## config.mk

```make
export PLATFORM = sky130hd
export DESIGN_NAME = srcv_queue
export DESIGN_NICKNAME = d
export VERILOG_FILES = /design/src/hdl/srcv_pkg.sv /design/src/hdl/srcv_queue.sv
export SDC_FILE = /design/constraint.sdc
export NUM_CORES = 1
export LEC_CHECK = 0
export BUFFER_PORTS_ARGS = -buffer_cell sky130_fd_sc_hd__buf_2
export CAP_MARGIN = 25
export CORE_MARGIN = 5
export CORE_UTILIZATION = 40
export DETAILED_ROUTE_END_ITERATION = 16
export PLACE_DENSITY = 0.66
export REMOVE_ABC_BUFFERS = 1
export SYNTH_ARGS = -nofsm -noshare
export SYNTH_HDL_FRONTEND = slang
export SYNTH_SLANG_ARGS = --single-unit
```

## constraint.sdc

```tcl
create_clock -name aclk -period 9.43 [get_ports aclk]
set_input_delay 1.886 -clock aclk [delete_from_list [all_inputs] [get_ports aclk]]
set_output_delay 1.886 -clock aclk [all_outputs]
set_load 0.02 [all_outputs]
```

## src/hdl/srcv_pkg.sv

```systemverilog
package srcv_pkg;

    // register indexes on the configuration port
    localparam logic [2:0] REG_RATE_MODE   = 3'd0;
    localparam logic [2:0] REG_LOW_MULT    = 3'd1;
    localparam logic [2:0] REG_COEF_A_ROLL = 3'd2;
    localparam logic [2:0] REG_COEF_B_ROLL = 3'd3;
    localparam logic [2:0] REG_COEF_A_PTCH = 3'd4;
    localparam logic [2:0] REG_COEF_B_PTCH = 3'd5;
    localparam logic [2:0] REG_COEF_A_YAW  = 3'd6;
    localparam logic [2:0] REG_COEF_B_YAW  = 3'd7;

    // rate_mode codes
    localparam logic [2:0] MODE_BOOST = 3'd0;
    localparam logic [2:0] MODE_BLEND = 3'd1;
    localparam logic [2:0] MODE_DIVX  = 3'd2;
    localparam logic [2:0] MODE_ACRO  = 3'd3;
    localparam logic [2:0] MODE_PLAIN = 3'd4;

    localparam logic [31:0] LOW_MULT_RESET = 32'd65536;
    localparam logic [1:0]  QDEPTH         = 2'd2;

    typedef enum logic [5:0] {
        CRV_BOOST = 6'b000001,
        CRV_BLEND = 6'b000010,
        CRV_DIVX  = 6'b000100,
        CRV_ACRO  = 6'b001000,
        CRV_PLAIN = 6'b010000,
        CRV_ZERO  = 6'b100000
    } curve_t;

    typedef struct packed {
        logic        s_neg;
        logic [15:0] s_mag;
        logic        p_neg;
        logic [15:0] p_mag;
    } axis_t;

    typedef struct packed {
        curve_t          curve;
        logic            high;
        axis_t [2:0]     ax;
    } cmd_t;

    typedef struct packed {
        logic [31:0]       low_mult;
        logic [2:0][31:0]  coef_a;
        logic [2:0][31:0]  coef_b;
        logic [2:0]        rate_mode;
    } cfg_t;

    typedef struct packed {
        logic idle;
        logic done;
    } lane_sts_t;

endpackage

```

## src/hdl/srcv_queue.sv

```systemverilog
module srcv_queue import srcv_pkg::*; (
    input  logic       aclk,
    input  logic       aresetn,
    input  logic       push,
    input  cmd_t       din,
    output logic       full,
    input  logic       pop,
    output cmd_t       dout,
    output logic       valid,
    output logic [1:0] count
);

    cmd_t       mem_reg [2];
    logic       wr_ptr_reg, rd_ptr_reg;
    logic [1:0] cnt_reg, cnt_next;

    always_comb begin
        cnt_next = cnt_reg;
        if (push && !pop) begin
            cnt_next = cnt_reg + 2'd1;
        end else if (pop && !push) begin
            cnt_next = cnt_reg - 2'd1;
        end
    end

    always_ff @(posedge aclk) begin
        if (!aresetn) begin
            wr_ptr_reg <= 1'b0;
            rd_ptr_reg <= 1'b0;
            cnt_reg    <= 2'd0;
        end else begin
            if (push) wr_ptr_reg <= !wr_ptr_reg;
            if (pop)  rd_ptr_reg <= !rd_ptr_reg;
            cnt_reg <= cnt_next;
        end
    end

    always_ff @(posedge aclk) begin
        if (push) begin
            mem_reg[wr_ptr_reg] <= din;
        end
    end

    assign full  = (cnt_reg == QDEPTH);
    assign valid = (cnt_reg != 2'd0);
    assign dout  = mem_reg[rd_ptr_reg];
    assign count = cnt_reg;

endmodule

```

== After elaboration in Yosys (flattened, before gate mapping) ==
Memories as Yosys holds them, arrays and structs flattened. A register that Yosys moved wholly into a read port is not among the register bits.
Index checks and enable logic that the tools add are counted.

* Add/subtract/negate cells: 2
* Equality and inequality tests: 1
* Muxes and demuxes: 6
* Reduce and logical (&&, ||, !) cells: 8

{| class="wikitable"
|+ Operators by type and width
! kind !! count
|-
| $logic_not A1 Y1 || 4
|-
| $mux W1 || 4
|-
| $mux W2 || 2
|-
| $reduce_bool A2 Y1 || 2
|-
| $add A2 B1 Y2 const B || 1
|-
| $eq A2 B2 Y1 const B || 1
|-
| $logic_and A1 B1 Y1 || 2
|-
| $sub A2 B1 Y2 const B || 1
|}

* Register bits after elaboration: 4
* Bits in writable memories: 218
* Input bits: 113
* Output and inout bits: 113
* Memories kept: 1

{| class="wikitable"
|+ Memory list
! memory !! depth !! width !! read ports !! clocked after Yosys merged registers in !! wr ports !! RTL line !! text
|-
| mem_reg || 2 || 109 || 1 || 1 || 1 || srcv_queue.sv:13 || <nowiki>cmd_t mem_reg [2];</nowiki>
|}

== Logic depth before layout (Yosys ltp) ==
Gate-level depths: netlist of run 1.

* Depth in word-level cells: 4
* Mapped depth: 5
* Depth with buffers taken out: 5

== Least setup slack after synthesis of run 1 ==
Ideal clock, no wire load.

* Path kind: input to register
* Start: in push
* End: mem mem_reg[0][0] (netlist bit) (enable)
* Setup time: 0.591 ns
* Arrival: 6.654 ns
* Data required time: 8.839 ns
* Setup slack: 2.185 ns
* Stages: 1
* Cell sequence: nor2b_1

* Word-level cells in the longest chain between the ends: 2

{| class="wikitable"
|+ Ends and longest elaborated chain
! element !! RTL line !! text
|-
| start: declaration || srcv_queue.sv:4 || <nowiki>input logic push,</nowiki>
|-
| $mux W1 || srcv_queue.sv:39 || <nowiki>if (push) begin</nowiki>
|-
| $mux W1 (not written as such) || srcv_queue.sv:40 || <nowiki>mem_reg[wr_ptr_reg] <= din;</nowiki>
|-
| end: declaration || srcv_queue.sv:13 ||
|}

Every way passes these cells.

==> results of run 1 <==
-- cell usage after synthesis --
cell	number	area share, %
inv_1	1	0.046
or3_1	1	0.077
o21ai_0	1	0.062
dfxtp_1	5	1.2
or2_2	1	0.077
xor2_1	2	0.22
xnor2_1	1	0.11
mux2_4	10	1.9
nor2b_1	3	0.23
buf_2	9	0.56
o21a_1	1	0.093
ha_1	1	0.15
mux2_2	99	14
buf_6	3	0.42
edfxtp_1	218	81
a21boi_1	1	0.093
and2_1	4	0.31
-- power by group through the flow --
| stage | clock (mW) | sequential, mW | combinational, mW |
|---|---|---|---|
| global placement | 0 | 1.18 | 0.259 |
| CTS | 0.923 | 1.16 | 0.270 |
| detailed placement | 0 | 1.18 | 0.268 |
| global route | 0.968 | 1.17 | 0.284 |
| finish | 0.897 | 1.16 | 0.264 |
| floorplan | 0 | 1.20 | 0.156 |
-- final cells by class --
class | count | area, um^2 | share of cell area [%]
Timing Repair Buffer | 231 | 1230 | 11.9
Tap cell | 270 | 338 | 3.26
Clock buffer | 27 | 591 | 5.70
Multi-Input combinational cell | 125 | 1390 | 13.4
Sequential cell | 223 | 6650 | 64.1
Inverter | 1 | 3.75 | 0.0362
Clock inverter | 14 | 166 | 1.60
-- cells by family (layout without fill, tap and decap cells) --
family | Yosys count | in the layout | synth area share, %
buf+inv | 13 | 273 | 1.02
fa+ha+maj | 1 | 1 | 0.154
compound gates | 3 | 3 | 0.247
mux | 109 | 109 | 15.6
simple gates | 9 | 9 | 0.694
flops | 223 | 223 | 82.0
xor+xnor | 3 | 3 | 0.324
-- per-layer routing --
metal | wire length (um) | track usage, % | vias up
li1 | - | - | 1921
met1 | 6220 | 16.0 | 2009
met2 | 7580 | 22.1 | 162
met3 | 1260 | 4.29 | 31
met4 | 278 | 3.08 | 6
met5 | 28 | 0 | -
-- path summary, 6_finish.rpt --
path / to / slack [ns] / cells past startpoint
min: count[1]$_SDFFE_PN0P_ / 0.54 / 2
max: dout[24] / 5.11 / 4
min reg2reg: count[1]$_SDFFE_PN0P_ / 0.54 / 2
max reg2reg: mem_reg[0][12]$_DFFE_PP_ / 7.30 / 3
-- worst max-delay path, cell delays in order, from the launching register on --
cell,delay [ns]
dfxtp_4,0.59
buf_4,0.40
buf_16,0.32
mux2_2,0.39
buf_2,0.16
-- through the flow --
step,util [%],cells,setup slack (ns)
after floorplan,-,349,2.19
after global placement,47.4,847,5.36
after detailed placement,47.8,850,5.58
after CTS,51.6,891,5.06
after global routing,51.6,891,4.97
final,51.6,891,5.11
==> results.sh, run 1 <==
export IMPL_outcome="complete, no violations"
export IMPL_dieArea_um2=23200
export IMPL_cts_root_buf="clkbuf_16"
export IMPL_post_dp_hpwl_um=10500
export IMPL_cts_hold_buf=0
export IMPL_crit_path_end_kind="output pin"
export IMPL_areaGrowthSynthToFinish_pct=27.9
export IMPL_clkLatencyLatePin_ns=0.48
export IMPL_power_total_mw=2.32
export IMPL_yosys_warnings=0
export IMPL_dieWidth_um=152
export IMPL_routedWlPerCell_um=17.2
export IMPL_cts_sinks=223
export IMPL_cts_buffer_depth=3
export IMPL_largest_register_ffs=218
export IMPL_path_class="register to output pin"
export IMPL_finalInstanceArea_um2=10400
export IMPL_grt_max_degree=69
export IMPL_ios=226
export IMPL_synth_cell_area_um2=8110
export IMPL_comb_power_share_pct=11.4
export IMPL_dr_total_vias=4129
export IMPL_finalClockSkew_ns=0.00633
export IMPL_final_setup_tns_ns=0
export IMPL_p_int_mw=1.81
export IMPL_cts_tree="done"
export IMPL_grt_pass1_wl_um=24300
export IMPL_netlist_instances=361
export IMPL_viasPerCell=4.63
export IMPL_avgSynthCellArea_um2=22.5
export IMPL_final_nets=719
export IMPL_whs_ns=0.538
export IMPL_tightest_slew_ns=0.724
export IMPL_cts_max_level=1
export IMPL_core_um2=20100
export IMPL_drive_above_1_share_pct=60.5
export IMPL_fmax_mhz=231
export IMPL_cts_buffers=23
export IMPL_layout_commonest_cell="buf_2"
export IMPL_ant_nets=0
export IMPL_required_ns=7.54
export IMPL_p_switching_mw=0.510
export IMPL_seq_area_frac_synth_pct=82.0
export IMPL_final_cell_mix="buf_2, edfxtp_1, mux2_2, clkbuf_16, mux2_4"
export IMPL_antenna_found_initial=3
export IMPL_path_clk_slew_ns=0.06
export IMPL_wl_um=15400
export IMPL_ys_seq_elements=223
export IMPL_portBuffers=225
export IMPL_switching_share_pct=22.0
export IMPL_grt_usage_pct=12.9
export IMPL_postCtsSetupBuffers=0
export IMPL_n_fill_cell=1636
export IMPL_synth_cell_types=17
export IMPL_overflow=0
export IMPL_timing_final_crit_period_ns=4.32
export IMPL_drtIter0Drc=165
export IMPL_min_from="count[1]$_SDFFE_PN0P_"
export IMPL_fp_dieH_um=152
export IMPL_route_detailed_drc=0
export IMPL_max_slew_margin_rel_pct=51.6
export IMPL_post_route_period_util_pct=45.8
export IMPL_timing_rr_start="wr_ptr_reg$_SDFFE_PN0P_"
export IMPL_std_cell_rows=52
export IMPL_peakVddDrop_mv=0.151
export IMPL_setup_viol=0
export IMPL_maxSlewViolCount=0
export IMPL_cts_resized=0
export IMPL_place_congestion=0.723
export IMPL_grt_pass1_vias=4534
export IMPL_drt_pass1_iter_count=4
export IMPL_initial_core_util_pct=40.3
export IMPL_diodes=0
export IMPL_leakage_nw=3.91
export IMPL_min_path_type="register to register"
export IMPL_finalHoldViolCount=0
export IMPL_grt_setup_unrepaired="no"
export IMPL_seqPwrFrac_pct=50.0
export IMPL_placed_area_um2=9610
export IMPL_cp_arrival_ns=2.43
export IMPL_cp_max_fo=61
export IMPL_clkPwrFrac_pct=38.6
export IMPL_pwr_density_cell_nw_per_um2=224
export IMPL_cap_viol_max_count=0
export IMPL_start_kind="register"
Note: power is estimated with default switching activity, not from simulation.
==> inputs of run 2 (changes only) <==
PLACE_DENSITY = 0.68   (was 0.66)
clock period = 3.7 ns   (was 9.43 ns; I/O delays follow)
==> run 2 against run 1 <==
  * Sequential power rose to 2.6 times the previous value
  * Sequential share of layout area is 0.19 points higher
  * Register-to-register slack got worse by 5.2 ns
  * Combinational power rose by 150%
  * Cell count stayed put
  * Clock skew is 0.0035 ns higher
  * Global-route usage up 0.13 points
  * Critical path depth shrank 1
  * Worst hold slack worse by 0.11 ns
  * Non-clock buffer count decreased by 1
  * Total power rose to 2.5 times the previous value
  * Utilization decreased by 0.16 points
  * Critical path type unchanged
  * Critical endpoint is now dout[0]
==> results.sh, run 2 (synthesized netlist as in run 1, its figures left out) <==
export IMPL_cts_tree="done"
export IMPL_grt_usage_pct=13.1
export IMPL_numPlacedInstances=849
export IMPL_fmax_mhz=332
export IMPL_ios=226
export IMPL_crit_path_end_kind="output pin"
export IMPL_wl_um=15800
export IMPL_whs_ns=0.426
export IMPL_grt_setup_unrepaired="no"
export IMPL_setup_viol=0
export IMPL_tightest_slew_ns=0.678
export IMPL_route_detailed_drc=0
export IMPL_fp_dieH_um=152
export IMPL_min_from="din[15]"
export IMPL_start_kind="register"
export IMPL_final_nets=719
export IMPL_power_total_mw=5.89
export IMPL_cts_root_buf="clkbuf_16"
export IMPL_pwr_density_cell_nw_per_um2=569
export IMPL_final_cell_mix="buf_2, edfxtp_1, mux2_2, clkbuf_16, mux2_4"
export IMPL_r2r_end="mem_reg[1][13]$_DFFE_PP_"
export IMPL_grt_pass1_vias=4584
export IMPL_grt_pass1_wl_um=24600
export IMPL_cp_max_fo=47
export IMPL_path_clk_slew_ns=0.06
export IMPL_min_path_type="input port to register"
export IMPL_cts_hold_buf=0
export IMPL_antenna_found_initial=0
export IMPL_post_route_period_util_pct=81.3
export IMPL_areaGrowthSynthToFinish_pct=27.5
export IMPL_largest_register_ffs=218
export IMPL_drt_pass1_iter_count=4
export IMPL_cts_resized=0
export IMPL_peakVddDrop_mv=0.420
export IMPL_portBuffers=225
export IMPL_maxSlewViolCount=0
export IMPL_min_path_cells=1
export IMPL_regArea_um2=6650
export IMPL_drive_above_1_share_pct=60.5
export IMPL_finalHoldViolCount=0
export IMPL_routedWlPerCell_um=17.7
export IMPL_cts_sinks=223
export IMPL_worstHoldEndpoint="mem_reg[1][15]$_DFFE_PP_"
export IMPL_postCtsSetupBuffers=0
export IMPL_dieWidth_um=152
export IMPL_required_ns=2.96
export IMPL_cts_buffers=24
export IMPL_multiInputGateArea_um2=1390
export IMPL_finalInstanceArea_um2=10300
export IMPL_cts_buffer_depth=3
export IMPL_viasPerCell=4.65
export IMPL_rrSetupSlack_ns=2.08
export IMPL_finish_utilization_pct=51.4
export IMPL_dr_total_vias=4145
export IMPL_path_class="register to output pin"
export IMPL_timing_rr_start="wr_ptr_reg$_SDFFE_PN0P_"
export IMPL_cp_arrival_ns=2.27
export IMPL_drtIter0Drc=111
export IMPL_place_congestion=0.731
export IMPL_reg2reg_depth=2
export IMPL_initial_core_util_pct=40.3
export IMPL_timing_final_crit_period_ns=3.01
export IMPL_finalClockSkew_ns=0.00986
export IMPL_placed_area_um2=9580
export IMPL_overflow=0
export IMPL_max_slew_margin_rel_pct=54.8
export IMPL_core_um2=20100
export IMPL_diodes=0
export IMPL_std_cell_rows=52
export IMPL_layout_commonest_cell="buf_2"
export IMPL_dieArea_um2=23200
export IMPL_clkLatencyLatePin_ns=0.50
export IMPL_cap_viol_max_count=0
export IMPL_post_dp_hpwl_um=10400
export IMPL_cts_max_level=1
export IMPL_leakage_nw=3.89
export IMPL_ant_nets=0
export IMPL_fin_cells=891
export IMPL_n_fill_cell=1624
export IMPL_grt_max_degree=111
export IMPL_outcome="complete, no violations"
## run 2: cell types whose count changed in the layout (fill, tap and decap cells not counted)
cell | before | now
clkbuf_1 | 4 | 0
clkinv_1 | 5 | 9
buf_12 | 0 | 3
buf_16 | 3 | 0
bufinv_16 | 4 | 2
clkbuf_16 | 23 | 25
buf_4 | 3 | 2
inv_6 | 0 | 1
## run 2: worst max-delay path by stage
stage | endpoint | depth (start not counted) | slack (ns)
3_3_place_gp | dout[70] | 3 | 1.20
2_1_floorplan | mem_reg[0][0]$_DFFE_PP_ | 1 | -2.40
6_report | dout[0] | 3 | 0.69
5_1_grt | dout[0] | 3 | 0.53
4_1_cts | dout[27] | 3 | 0.64
3_5_place_dp | dout[27] | 3 | 1.19
## run 2: final cells by class
class | count | area share (%)
tap | 270 | 3.27
multi-input combinational | 125 | 13.4
inverter | 1 | 0.0363
clock buffer | 25 | 6.05
clock inverter | 17 | 1.26
sequential | 223 | 64.3
timing repair buffer | 230 | 11.6
## run 2: worst max-delay path, cell delays in order, from the launching register on
cell     delay (ns)
dfxtp_4        0.77
buf_4          0.42
mux2_2         0.38
buf_2          0.16
## run 2: power breakdown
| part | internal (mW) | switching (mW) | leakage (nW) | total, mW |
|---|---|---|---|---|
| registers | 2.92 | 0.0516 | 2.09 | 2.97 |
| clock network | 1.35 | 0.900 | 0.371 | 2.25 |
| logic | 0.278 | 0.380 | 1.43 | 0.659 |
## run 2: metrics by stage
stage	setup WS, ns	TNS, ns
floorplan	-2.40	-310.86
finish	0.692	0
global route	0.531	0
detailed placement	1.19	0
CTS	0.636	0
global placement	1.20	0
## run 2: routing by layer
| metal | share of wire, % | track usage [%] | up-vias | wire length, um |
|---|---|---|---|---|
| li1 | - | - | 1922 | - |
| met1 | 40 | 15.7 | 2034 | 6290 |
| met2 | 50 | 22.5 | 161 | 7870 |
| met3 | 8.2 | 4.40 | 28 | 1290 |
| met4 | 2.1 | 3.77 | 0 | 335 |
| met5 | 0 | 0 | - | 0 |
