--- src/hdl/srcv_pkg.sv ---
package srcv_pkg;

    // register indexes on the configuration port
    localparam logic [2:0] REG_RATE_MODE   = 3'd0;
    localparam logic [2:0] REG_LOW_MULT    = 3'd1;
    localparam logic [2:0] REG_COEF_A_ROLL = 3'd2;
    localparam logic [2:0] REG_COEF_B_ROLL = 3'd3;
    localparam logic [2:0] REG_COEF_A_PTCH = 3'd4;
    localparam logic [2:0] REG_COEF_B_PTCH = 3'd5;
    localparam logic [2:0] REG_COEF_A_YAW  = 3'd6;
    localparam logic [2:0] REG_COEF_B_YAW  = 3'd7;

    // rate_mode codes
    localparam logic [2:0] MODE_BOOST = 3'd0;
    localparam logic [2:0] MODE_BLEND = 3'd1;
    localparam logic [2:0] MODE_DIVX  = 3'd2;
    localparam logic [2:0] MODE_ACRO  = 3'd3;
    localparam logic [2:0] MODE_PLAIN = 3'd4;

    localparam logic [31:0] LOW_MULT_RESET = 32'd65536;
    localparam logic [1:0]  QDEPTH         = 2'd2;

    typedef enum logic [5:0] {
        CRV_BOOST = 6'b000001,
        CRV_BLEND = 6'b000010,
        CRV_DIVX  = 6'b000100,
        CRV_ACRO  = 6'b001000,
        CRV_PLAIN = 6'b010000,
        CRV_ZERO  = 6'b100000
    } curve_t;

    typedef struct packed {
        logic        s_neg;
        logic [15:0] s_mag;
        logic        p_neg;
        logic [15:0] p_mag;
    } axis_t;

    typedef struct packed {
        curve_t          curve;
        logic            high;
        axis_t [2:0]     ax;
    } cmd_t;

    typedef struct packed {
        logic [31:0]       low_mult;
        logic [2:0][31:0]  coef_a;
        logic [2:0][31:0]  coef_b;
        logic [2:0]        rate_mode;
    } cfg_t;

    typedef struct packed {
        logic idle;
        logic done;
    } lane_sts_t;

endpackage

--- src/hdl/srcv_front.sv ---
module srcv_front import srcv_pkg::*; (
    input  logic        aclk,
    input  logic        aresetn,
    input  logic        cfg_we,
    input  logic [2:0]  cfg_index,
    input  logic [31:0] cfg_wdata,
    input  logic        s_valid,
    output logic        s_ready,
    input  logic [15:0] s_shaped_roll,
    input  logic [15:0] s_shaped_pitch,
    input  logic [15:0] s_shaped_yaw,
    input  logic [15:0] s_plain_roll,
    input  logic [15:0] s_plain_pitch,
    input  logic [15:0] s_plain_yaw,
    input  logic        s_high_rates_on,
    input  logic        q_full,
    output logic        q_push,
    output cmd_t        q_din,
    output cfg_t        cfg
);

    cfg_t   cfg_reg;
    curve_t curve;

    function automatic axis_t split(input logic [15:0] s, input logic [15:0] p);
        axis_t a;
        a.s_neg = s[15];
        a.s_mag = s[15] ? 16'(-s) : s;
        a.p_neg = p[15];
        a.p_mag = p[15] ? 16'(-p) : p;
        return a;
    endfunction

    always_ff @(posedge aclk) begin
        if (!aresetn) begin
            cfg_reg.rate_mode <= MODE_BOOST;
            cfg_reg.low_mult  <= LOW_MULT_RESET;
            cfg_reg.coef_a    <= '0;
            cfg_reg.coef_b    <= '0;
        end else if (cfg_we) begin
            unique case (cfg_index)
                REG_RATE_MODE:   cfg_reg.rate_mode <= cfg_wdata[2:0];
                REG_LOW_MULT:    cfg_reg.low_mult  <= cfg_wdata;
                REG_COEF_A_ROLL: cfg_reg.coef_a[0] <= cfg_wdata;
                REG_COEF_B_ROLL: cfg_reg.coef_b[0] <= cfg_wdata;
                REG_COEF_A_PTCH: cfg_reg.coef_a[1] <= cfg_wdata;
                REG_COEF_B_PTCH: cfg_reg.coef_b[1] <= cfg_wdata;
                REG_COEF_A_YAW:  cfg_reg.coef_a[2] <= cfg_wdata;
                REG_COEF_B_YAW:  cfg_reg.coef_b[2] <= cfg_wdata;
                default: ;
            endcase
        end
    end

    always_comb begin
        unique case (cfg_reg.rate_mode)
            MODE_BOOST: curve = CRV_BOOST;
            MODE_BLEND: curve = CRV_BLEND;
            MODE_DIVX:  curve = CRV_DIVX;
            MODE_ACRO:  curve = CRV_ACRO;
            MODE_PLAIN: curve = CRV_PLAIN;
            default:    curve = CRV_ZERO;
        endcase
    end

    assign s_ready     = !q_full;
    assign q_push      = s_valid && !q_full;
    assign q_din.curve = curve;
    assign q_din.high  = s_high_rates_on;
    assign q_din.ax[0] = split(s_shaped_roll, s_plain_roll);
    assign q_din.ax[1] = split(s_shaped_pitch, s_plain_pitch);
    assign q_din.ax[2] = split(s_shaped_yaw, s_plain_yaw);
    assign cfg         = cfg_reg;

endmodule

--- config.mk ---
export PLATFORM = sky130hd
export DESIGN_NAME = srcv_front
export DESIGN_NICKNAME = d
export VERILOG_FILES = /design/src/hdl/srcv_pkg.sv /design/src/hdl/srcv_front.sv
export SDC_FILE = /design/constraint.sdc
export NUM_CORES = 1
export LEC_CHECK = 0
export ABC_AREA = 1
export ABC_CLOCK_PERIOD_IN_PS = 2500
export BUFFER_PORTS_ARGS = -buffer_cell sky130_fd_sc_hd__buf_2
export CAP_MARGIN = 20
export CORE_AREA = 2 2 185 187
export CTS_CLUSTER_DIAMETER = 40
export DETAILED_ROUTE_END_ITERATION = 12
export DIE_AREA = 0 0 187 189
export GPL_ROUTABILITY_DRIVEN = 1
export PLACE_DENSITY = 0.61
export SLEW_MARGIN = 15
export SYNTH_ARGS = -nofsm -noshare
export SYNTH_HDL_FRONTEND = slang
export SYNTH_SLANG_ARGS = --single-unit
--- constraint.sdc ---
create_clock -name aclk -period 2.5 [get_ports aclk]
set_input_delay 0.5 -clock aclk [delete_from_list [all_inputs] [get_ports aclk]]
set_output_delay 0.5 -clock aclk [all_outputs]
set_load 0.02 [all_outputs]
# After elaboration in Yosys (flattened, before gate mapping)
# Cells that the tools add are included.
# Widths: inputs -> output; s select.
# totals
reg_bits,227
input_bits,137
wordCells,44
# op_classes
addsub,6
n_eq_ne,11
mux,7
reduce_logical,12
# ops
cell,n
$mux 16,6
$neg 16->16,6
$pmux 6 s5,1
$reduce_and 2->1,8
$eq 3x3->1 const B,5
$eq 3x2->1 const B,4
$eq 3x1->1 const B,2
$logic_not 3->1,2
$logic_and 1x1->1,1
$logic_not 1->1,1

# Logic depth before layout (Yosys ltp)
# Gate-level depths: netlist of run 1.
# depth
word_depth,2
mapped_depth,9
depth_no_buf,9

# Least setup slack after synthesis of run 1
# Ideal clock, no wire load.
# synth_timing
path_type,in2out
start,input port s_shaped_roll[1]
end,output port q_din[23] (netlist name)
t_arrival_ps,1502
required_time_ps,2000
path_slack_ps,498
path_stages,5
path_buffers,0
path_cell_list,inv_1 ha_1 nand3_1 o21ai_0 xor2_1
# synth_lines
item,line_no,source
from (decl),srcv_front.sv:9,"input logic [15:0] s_shaped_roll,"
to (decl),srcv_front.sv:18,"output cmd_t q_din,"

==> reports/results.ini, run 1 <==
[power_and_ir_drop]
ir_drop_mv=0.488
power.total_w=0.0100
power_leakage_nw=7.72
power_density_nw_per_um2=700

[die]
die_y_um=189
initial_core_util_pct=31.3
core_area_sq_um=33300
fp.dieW_um=187
num_rows=67
dieArea_sq_um=35300
ios=475

[min_path]
hold_class=in -> reg

[worst_setup_path]
crit_type=in -> out
worstPathArrival_ns=1.85
required_ns=2.00
endpoint_kind=output pin
start_kind=primary input
crit_fanout=3

[final_layout]
fill_cells=3500
fin_nets=2154
largest_reg_flops=227
syn2layout_area_growth_pct=37.2
layout-drive-gt1-share_pct=28.2
regArea_sq_um=4540
multi_input_area_sq_um=5000

[timing]
slew_headroom_pct=46.9
grt_setup_unrepaired=false
timing.final.hold_violations=0
fin_crit_ns=2.35
post-route-period-util_pct=94.0
setup_viol=0
fin_tns_setup_ns=0
max_freq_mhz=426
slew_viol_final=0
fin_skew_ns=0
tightest_slew_ns=0.795

[clocking]
h-tree-depth=2
tritoncts=yes
clock-sinks=227
cts_setup_buffers=0
cts.clk_slew.worst_paths_ns=0.06
cts_buffers=34
clk_path_buf_depth=3
clockRootBuffer=clkbuf_16
clock_latency_ns=0.48
cts_resized=0
ctsHoldBuffers=0

[outcome]
outcome=finished clean

[global_routing]
grt-ovfl-total=0
antenna_found_initial=4
grt_pass1_wl_um=65100
grt_util_all_layers_pct=23.5
grt_max_degree=66
grt_pass1_vias=11000

[flow_run]
cap_violations=0

[logic_synthesis]
synth_area_leader_cell=dfxtp_1
syn_area_sq_um=10400
synth_cell_types=20
synth-seq-cells=227
synth_nets=1710
yosys.area.top_type_share_pct=43.6
synth-seq-area-share_pct=43.6
postSynthAreaPerCell_sq_um=6.66
synth_warnings=0
yosys-top-cells-area=dfxtp_1 (44%), nor2_1 (18%), o21ai_0 (11%)
syn_inst=1567

[placement]
dpl.hpwl_um=32200
place_congestion=0.965
portBuffers=472

[detailed_routing]
routed_wl_um=43200
first_iter_violations=485
ant_nets=0
drc_errors=0
drtPass1Iterations=5
wire_per_inst_um=17.4
route.detailed.vias_per_inst=4.69
route.vias.total=11700

==> synth_stat cells <==
master	n
nand3_1	61
xor2_1	42
nor2_1	504
nor2_2	4
clkbuf_2	1
o21ai_0	226
nand2_2	1
buf_2	37
o21ai_1	36
nand2_1	219
buf_4	15
inv_2	15
a21oi_1	3
inv_1	111
nand3b_1	8
nor2_4	3
dfxtp_1	227
clkbuf_1	33
ha_1	6
nor3_1	15
==> cell usage in the layout (no fill, tap or decap) <==
master	instances
buf_6	1
nand2_1	218
clkinv_2	4
clkbuf_1	5
nor2_4	5
dfxtp_1	227
ha_1	6
clkinvlp_4	6
inv_2	15
clkbuf_16	35
clkbuf_8	5
inv_1	111
inv_6	1
diode_2	5
nand3b_1	8
buf_12	5
clkinv_8	2
a21oi_1	3
clkinv_4	2
o21ai_0	226
buf_4	17
nand2_2	2
xor2_1	42
o21ai_1	36
inv_8	1
nor2_2	2
buf_2	471
nand3_1	61
nor3_1	15
nor2_1	504
bufinv_16	1
==> cell type report <==
cell class	instances	area share, %
Clock buffer	45	6.73
Multi-Input combinational cell	1128	34.9
Antenna cell	5	0.0874
Inverter	126	3.30
Clock inverter	17	1.15
Tap cell	448	3.92
Sequential cell	227	31.7
Timing Repair Buffer	494	18.1
==> worst max-delay path: stages <==
cell and delay (ns):
buf_2 0.11, inv_1 0.07, ha_1 0.17, nand3_1 0.24, o21ai_0 0.25, buf_4 0.17
xor2_1 0.16, buf_2 0.19
==> where the power goes <==
group	internal [W]	switching (W)
Sequential	0.00375	0.0000620
Combinational	0.000484	0.00110
Clock	0.00285	0.00177
==> through the flow <==
stage / hold slack (ns) / util, % / area, sq um / instances / setup slack (ns)
2_1_floorplan: 0.542 / - / 10400 / 1567 / 0.498
3_3_place_gp: 0.453 / 39.6 / 13200 / 2423 / 0.218
6_report: 0.330 / 43.0 / 14300 / 2490 / 0.150
5_1_grt: 0.332 / 43.0 / 14300 / 2489 / 0.0987
3_5_place_dp: 0.447 / 39.6 / 13200 / 2423 / 0.149
4_1_cts: 0.312 / 43.0 / 14300 / 2485 / 0.149
==> final timing paths <==
path                               from                     to  slack [ns]  cells after the start
setup / recovery        s_shaped_yaw[0]              q_din[91]        0.15                      8
hold / removal            cfg_wdata[22]  cfg[185]$_SDFFE_PN0P_        0.33                      3
setup reg to reg    cfg[2]$_SDFFE_PN0P_    cfg[2]$_SDFFE_PN0P_        1.81                      2
hold reg to reg   cfg[211]$_SDFFE_PN1P_  cfg[211]$_SDFFE_PN1P_        0.47                      2
==> metal layers <==
metal	routed length, um	track usage (%)	vias up
met5	0	0	-
met4	1200	7.97	0
met3	3740	7.14	69
met2	20900	41.3	468
met1	17400	27.2	5331
li1	-	-	5806
==> cells by family (layout without fill, tap and decap cells) <==
family | count (synthesis) | after routing | share of synthesized area [%]
fa+ha+maj | 6 | 6 | 0.720
buf+inv | 212 | 682 | 8.62
compound gates | 265 | 265 | 12.7
xor+xnor | 42 | 42 | 3.53
flops | 227 | 227 | 43.6
simple gates | 815 | 815 | 30.9
other cells | 0 | 5 | 0
Power figures use the tool's default switching activity.
==> run 2, diff against run 1 <==
--- a/config.mk
+++ b/config.mk
@@ -15,6 +15,7 @@
 export DIE_AREA = 0 0 187 189
 export GPL_ROUTABILITY_DRIVEN = 1
 export PLACE_DENSITY = 0.61
+export RECOVER_POWER = 100
 export SLEW_MARGIN = 15
 export SYNTH_ARGS = -nofsm -noshare
 export SYNTH_HDL_FRONTEND = slang
==> reports/results.ini, run 2 (synthesis results as in run 1) <==
[global_routing]
antenna_found_initial=4
grt-ovfl-total=0
met3_usage_pct=7.14
grt_pass1_wl_um=65100
grt_max_degree=66
top_usage_layer=met2
grt_pass1_vias=11000
use_met2_pct=41.3
grt_util_all_layers_pct=23.5
met1_usage_pct=27.2

[power_and_ir_drop]
p_clk_share_pct=46.4
p_sw_w=0.00293
p_int_w=0.00701
p_sw_share_pct=29.5
power.total_w=0.00994
ir_drop_mv=0.490
pwr-share-comb_pct=15.2
power_leakage_nw=6.47
power_density_nw_per_um2=717
power.share.sequential_pct=38.4

[final_layout]
final_util_pct=41.7
fin_nets=2154
largest_reg_flops=227
syn2layout_area_growth_pct=33.0
layout_common_cells=nor2_1 (508), clkbuf_1 (329), o21ai_0 (230)
mostFrequentLayoutCell=nor2_1
layout-drive-gt1-share_pct=11.8

[min_path]
hold_class=in -> reg

[detailed_routing]
drtPass1Iterations=5
route.vias.total=11700
route.detailed.vias_per_inst=4.68
ant_nets=0
routed_wl_um=43400
drc_errors=0
first_iter_violations=516
wire_per_inst_um=17.4

[clocking]
clockRootBuffer=clkbuf_16
clock_latency_ns=0.48
h-tree-depth=2
clock-sinks=227
tritoncts=yes
ctsHoldBuffers=0
clk_path_buf_depth=3
cts_setup_buffers=0
cts_resized=0
cts_buffers=34
cts.clk_slew.worst_paths_ns=0.06

[placement]
dpl.hpwl_um=32200
place_ws_ns=0.149
place_congestion=0.965
portBuffers=472

[outcome]
outcome=finished with violations
failed_checks=max-capacitance violations, max-slew violations

[flow_run]
cap_violations=1

[timing]
max_freq_mhz=421
slew_headroom_pct=-9.38
slew_viol_final=33
tightest_slew_ns=1.64
setup_ws_ns=0.123
setup_viol=0
fin_tns_setup_ns=0
grt_setup_unrepaired=false
fin_crit_ns=2.38
fin_skew_ns=0
post-route-period-util_pct=95.1
timing.final.hold_violations=0

[worst_setup_path]
crit_fanout=3
endpoint_kind=output pin
worstPathArrival_ns=1.88
start_kind=primary input
required_ns=2.00
crit_type=in -> out

[die]
num_rows=67
dieArea_sq_um=35300
ios=475
fp.dieW_um=187
die_y_um=189
core_area_sq_um=33300
initial_core_util_pct=31.3

[run 2: cell count changes in the layout (fill, tap and decap cells not counted), moves of 3 or more]
cell      previous run  this run
o21ai_0            226       230
clkbuf_2             0         7
inv_1              111       116
nor2_1             504       508
o21ai_1             36        32
nor2_4               5         2
inv_2               15         9
clkbuf_1             5       329
buf_2              471       144
buf_4               17        13
[run 2: final cells by class]
| class | count | area, sq um |
|---|---|---|
| Timing Repair Buffer | 494 | 2180 |
| Fill cell | 3696 | 19400 |
| Sequential cell | 227 | 4540 |
| Clock inverter | 17 | 165 |
| Tap cell | 448 | 561 |
| Multi-Input combinational cell | 1128 | 4970 |
| Inverter | 126 | 473 |
| Antenna cell | 6 | 15.0 |
| Clock buffer | 45 | 963 |
[run 2: worst paths after layout]
check	startpoint	endpoint	cells after the start	slack [ns]
worst min register to register	cfg[211]$_SDFFE_PN1P_	cfg[211]$_SDFFE_PN1P_	2	0.47
worst min-delay path	cfg_wdata[16]	cfg[211]$_SDFFE_PN1P_	3	0.33
worst max register to register	cfg[2]$_SDFFE_PN0P_	cfg[2]$_SDFFE_PN0P_	2	1.80
worst max-delay path	s_shaped_yaw[0]	q_din[91]	8	0.12
[run 2: power groups by stage]
| stage | Clock [W] | Sequential [W] | Combinational (W) |
|---|---|---|---|
| 6_report | 0.00462 | 0.00381 | 0.00151 |
| 5_1_grt | 0.00488 | 0.00383 | 0.00166 |
| 4_1_cts | 0.00470 | 0.00381 | 0.00159 |
| 3_5_place_dp | 0 | 0.00388 | 0.00159 |
| 3_3_place_gp | 0 | 0.00388 | 0.00158 |
| 2_1_floorplan | 0 | 0.00404 | 0.000741 |
[run 2: per-layer routing]
metal  up-vias  wire (um)
met3        63       3540
met4         0       1280
li1       5809          -
met1      5341      17700
met2       449      20800
met5         -          0
[run 2: critical path, cell delays in order]
cell and delay, ns:
buf_2 0.11, inv_1 0.07, ha_1 0.17, nand3_1 0.24, o21ai_0 0.25, buf_4 0.17, xor2_1 0.16, clkbuf_2 0.19
[run 2: through the flow]
stage | cells | area [sq um] | hold slack, ns
3_3_place_gp | 2423 | 13200 | 0.453
2_1_floorplan | 1567 | 10400 | 0.542
3_5_place_dp | 2423 | 13200 | 0.447
5_1_grt | 2489 | 13900 | 0.332
4_1_cts | 2485 | 14300 | 0.312
6_report | 2491 | 13900 | 0.330
==> run 3, diff against run 2 <==
--- a/config.mk
+++ b/config.mk
@@ -11,9 +11,11 @@
 export CAP_MARGIN = 20
 export CORE_AREA = 2 2 185 187
 export CTS_CLUSTER_DIAMETER = 40
+export CTS_CLUSTER_SIZE = 25
 export DETAILED_ROUTE_END_ITERATION = 12
 export DIE_AREA = 0 0 187 189
 export GPL_ROUTABILITY_DRIVEN = 1
+export MAX_ROUTING_LAYER = met4
 export PLACE_DENSITY = 0.61
 export RECOVER_POWER = 100
 export SLEW_MARGIN = 15
==> reports/results.ini, run 3 (synthesis results as in run 1) <==
[outcome]
outcome=finished clean

[clocking]
ctsHoldBuffers=0
clock_latency_ns=0.54
h-tree-depth=1
clockRootBuffer=clkbuf_16
cts.clk_slew.worst_paths_ns=0.06
cts_buffers=29
cts_setup_buffers=0
tritoncts=yes
clock-sinks=227
clk_path_buf_depth=3
cts_resized=0

[global_routing]
antenna_found_initial=3
grt_pass1_vias=11000
grt_util_all_layers_pct=24.3
grt_max_degree=66
grt_pass1_wl_um=65400
grt-ovfl-total=0

[placement]
portBuffers=472
place_congestion=0.986
dpl.hpwl_um=32600
placed_area_sq_um=13100

[final_layout]
finalInstanceArea_sq_um=13700
layout-drive-gt1-share_pct=11.6
syn2layout_area_growth_pct=31.0
fin_nets=2147
mostFrequentLayoutCell=nor2_1
largest_reg_flops=227
layout_common_cells=nor2_1 (509), clkbuf_1 (323), o21ai_0 (246)

[timing]
timing.final.hold_violations=0
slew_viol_final=0
grt_setup_unrepaired=false
fin_tns_setup_ns=0
tightest_slew_ns=1.34
slew_headroom_pct=10.6
max_freq_mhz=421
setup_viol=0
post-route-period-util_pct=95.0
fin_skew_ns=0
fin_crit_ns=2.38

[worst_setup_path]
path_common_cell=nand3_1
cp_cell_sequence=buf_2 > inv_1 > nand3_1 > o21ai_0 > nand3_1 > nand2_1 > clkbuf_1
crit_type=in -> out
start_kind=primary input
crit_fanout=5
crit_path_max_incr_delay_ns=0.52
endpoint_kind=output pin
crit_slowest_cell=o21ai_0
required_ns=2.00
path_buf_inv=3
crit_family=compound AO/OA/AOI/OAI gates
worstPathArrival_ns=1.88

[power_and_ir_drop]
p_sw_share_pct=31.1
ir_drop_mv=0.646
pwr-share-comb_pct=15.6
p_clk_share_pct=44.8
p_int_w=0.00663
power_density_nw_per_um2=703
power_leakage_nw=6.39
p_sw_w=0.00299
power.total_w=0.00962
power.share.sequential_pct=39.6

[detailed_routing]
drtPass1Iterations=5
drc_errors=0
route.vias.total=11600
routed_wl_um=43500
ant_nets=0
wire_per_inst_um=17.5
first_iter_violations=522
route.detailed.vias_per_inst=4.69

[flow_run]
cap_violations=0

[die]
dieArea_sq_um=35300
die_y_um=189
ios=475
initial_core_util_pct=31.3
num_rows=67
core_area_sq_um=33300
fp.dieW_um=187

[min_path]
hold_class=in -> reg

run 3: cell count changes in the layout (fill, tap and decap cells not counted), sizes merged:
cell	delta
inv	+5
clkbuf	-7
clkinvlp	-2
diode	-2
buf	-9
bufinv	+1
clkinv	+2
run 3: worst register-to-register path, cell delays in order (launching register included):
cell and delay [ns]:
dfxtp_1 0.41, inv_1 0.10, a21oi_1 0.12
run 3: final timing paths:
| kind | startpoint | to | slack [ns] | cells past startpoint |
|---|---|---|---|---|
| setup / recovery | s_shaped_yaw[2] | q_din[98] | 0.12 | 7 |
| hold / removal | cfg_wdata[22] | cfg[25]$_SDFFE_PN0P_ | 0.29 | 3 |
| setup reg to reg | cfg[2]$_SDFFE_PN0P_ | cfg[2]$_SDFFE_PN0P_ | 1.80 | 2 |
| hold reg to reg | cfg[211]$_SDFFE_PN1P_ | cfg[211]$_SDFFE_PN1P_ | 0.47 | 2 |
run 3: routing by layer:
layer / GRT usage, % / routed length, um / vias up / part of all wire [%]
li1: - / - / 5789 / -
met1: 28.1 / 17600 / 5291 / 40
met3: 7.01 / 4000 / 78 / 9.2
met5: - / 0 / - / 0
met2: 40.4 / 20500 / 474 / 47
met4: 8.49 / 1460 / 0 / 3.3
run 3: power by group through the flow:
stage          Combinational (W)  Sequential, W  Clock [W]
6_report                 0.00150        0.00381    0.00431
5_1_grt                  0.00164        0.00382    0.00455
4_1_cts                  0.00159        0.00381    0.00438
3_5_place_dp             0.00158        0.00388          0
3_3_place_gp             0.00158        0.00388          0
2_1_floorplan           0.000741        0.00404          0
run 3: layout make-up:
cell class	instances	area [sq um]
Timing Repair Buffer	492	2090
Tap cell	448	561
Inverter	126	473
Multi-Input combinational cell	1128	4970
Fill cell	3741	19600
Sequential cell	227	4540
Antenna cell	4	10.0
Clock buffer	31	753
Clock inverter	23	274
run 3: metrics by stage:
stage	util (%)	worst slack [ns]	hold WS, ns	instances
5_1_grt	41.1	0.0440	0.283	2478
4_1_cts	42.6	0.183	0.247	2475
2_1_floorplan	-	0.498	0.542	1567
6_report	41.1	0.125	0.286	2479
3_3_place_gp	39.5	0.220	0.446	2421
3_5_place_dp	39.5	0.182	0.452	2421
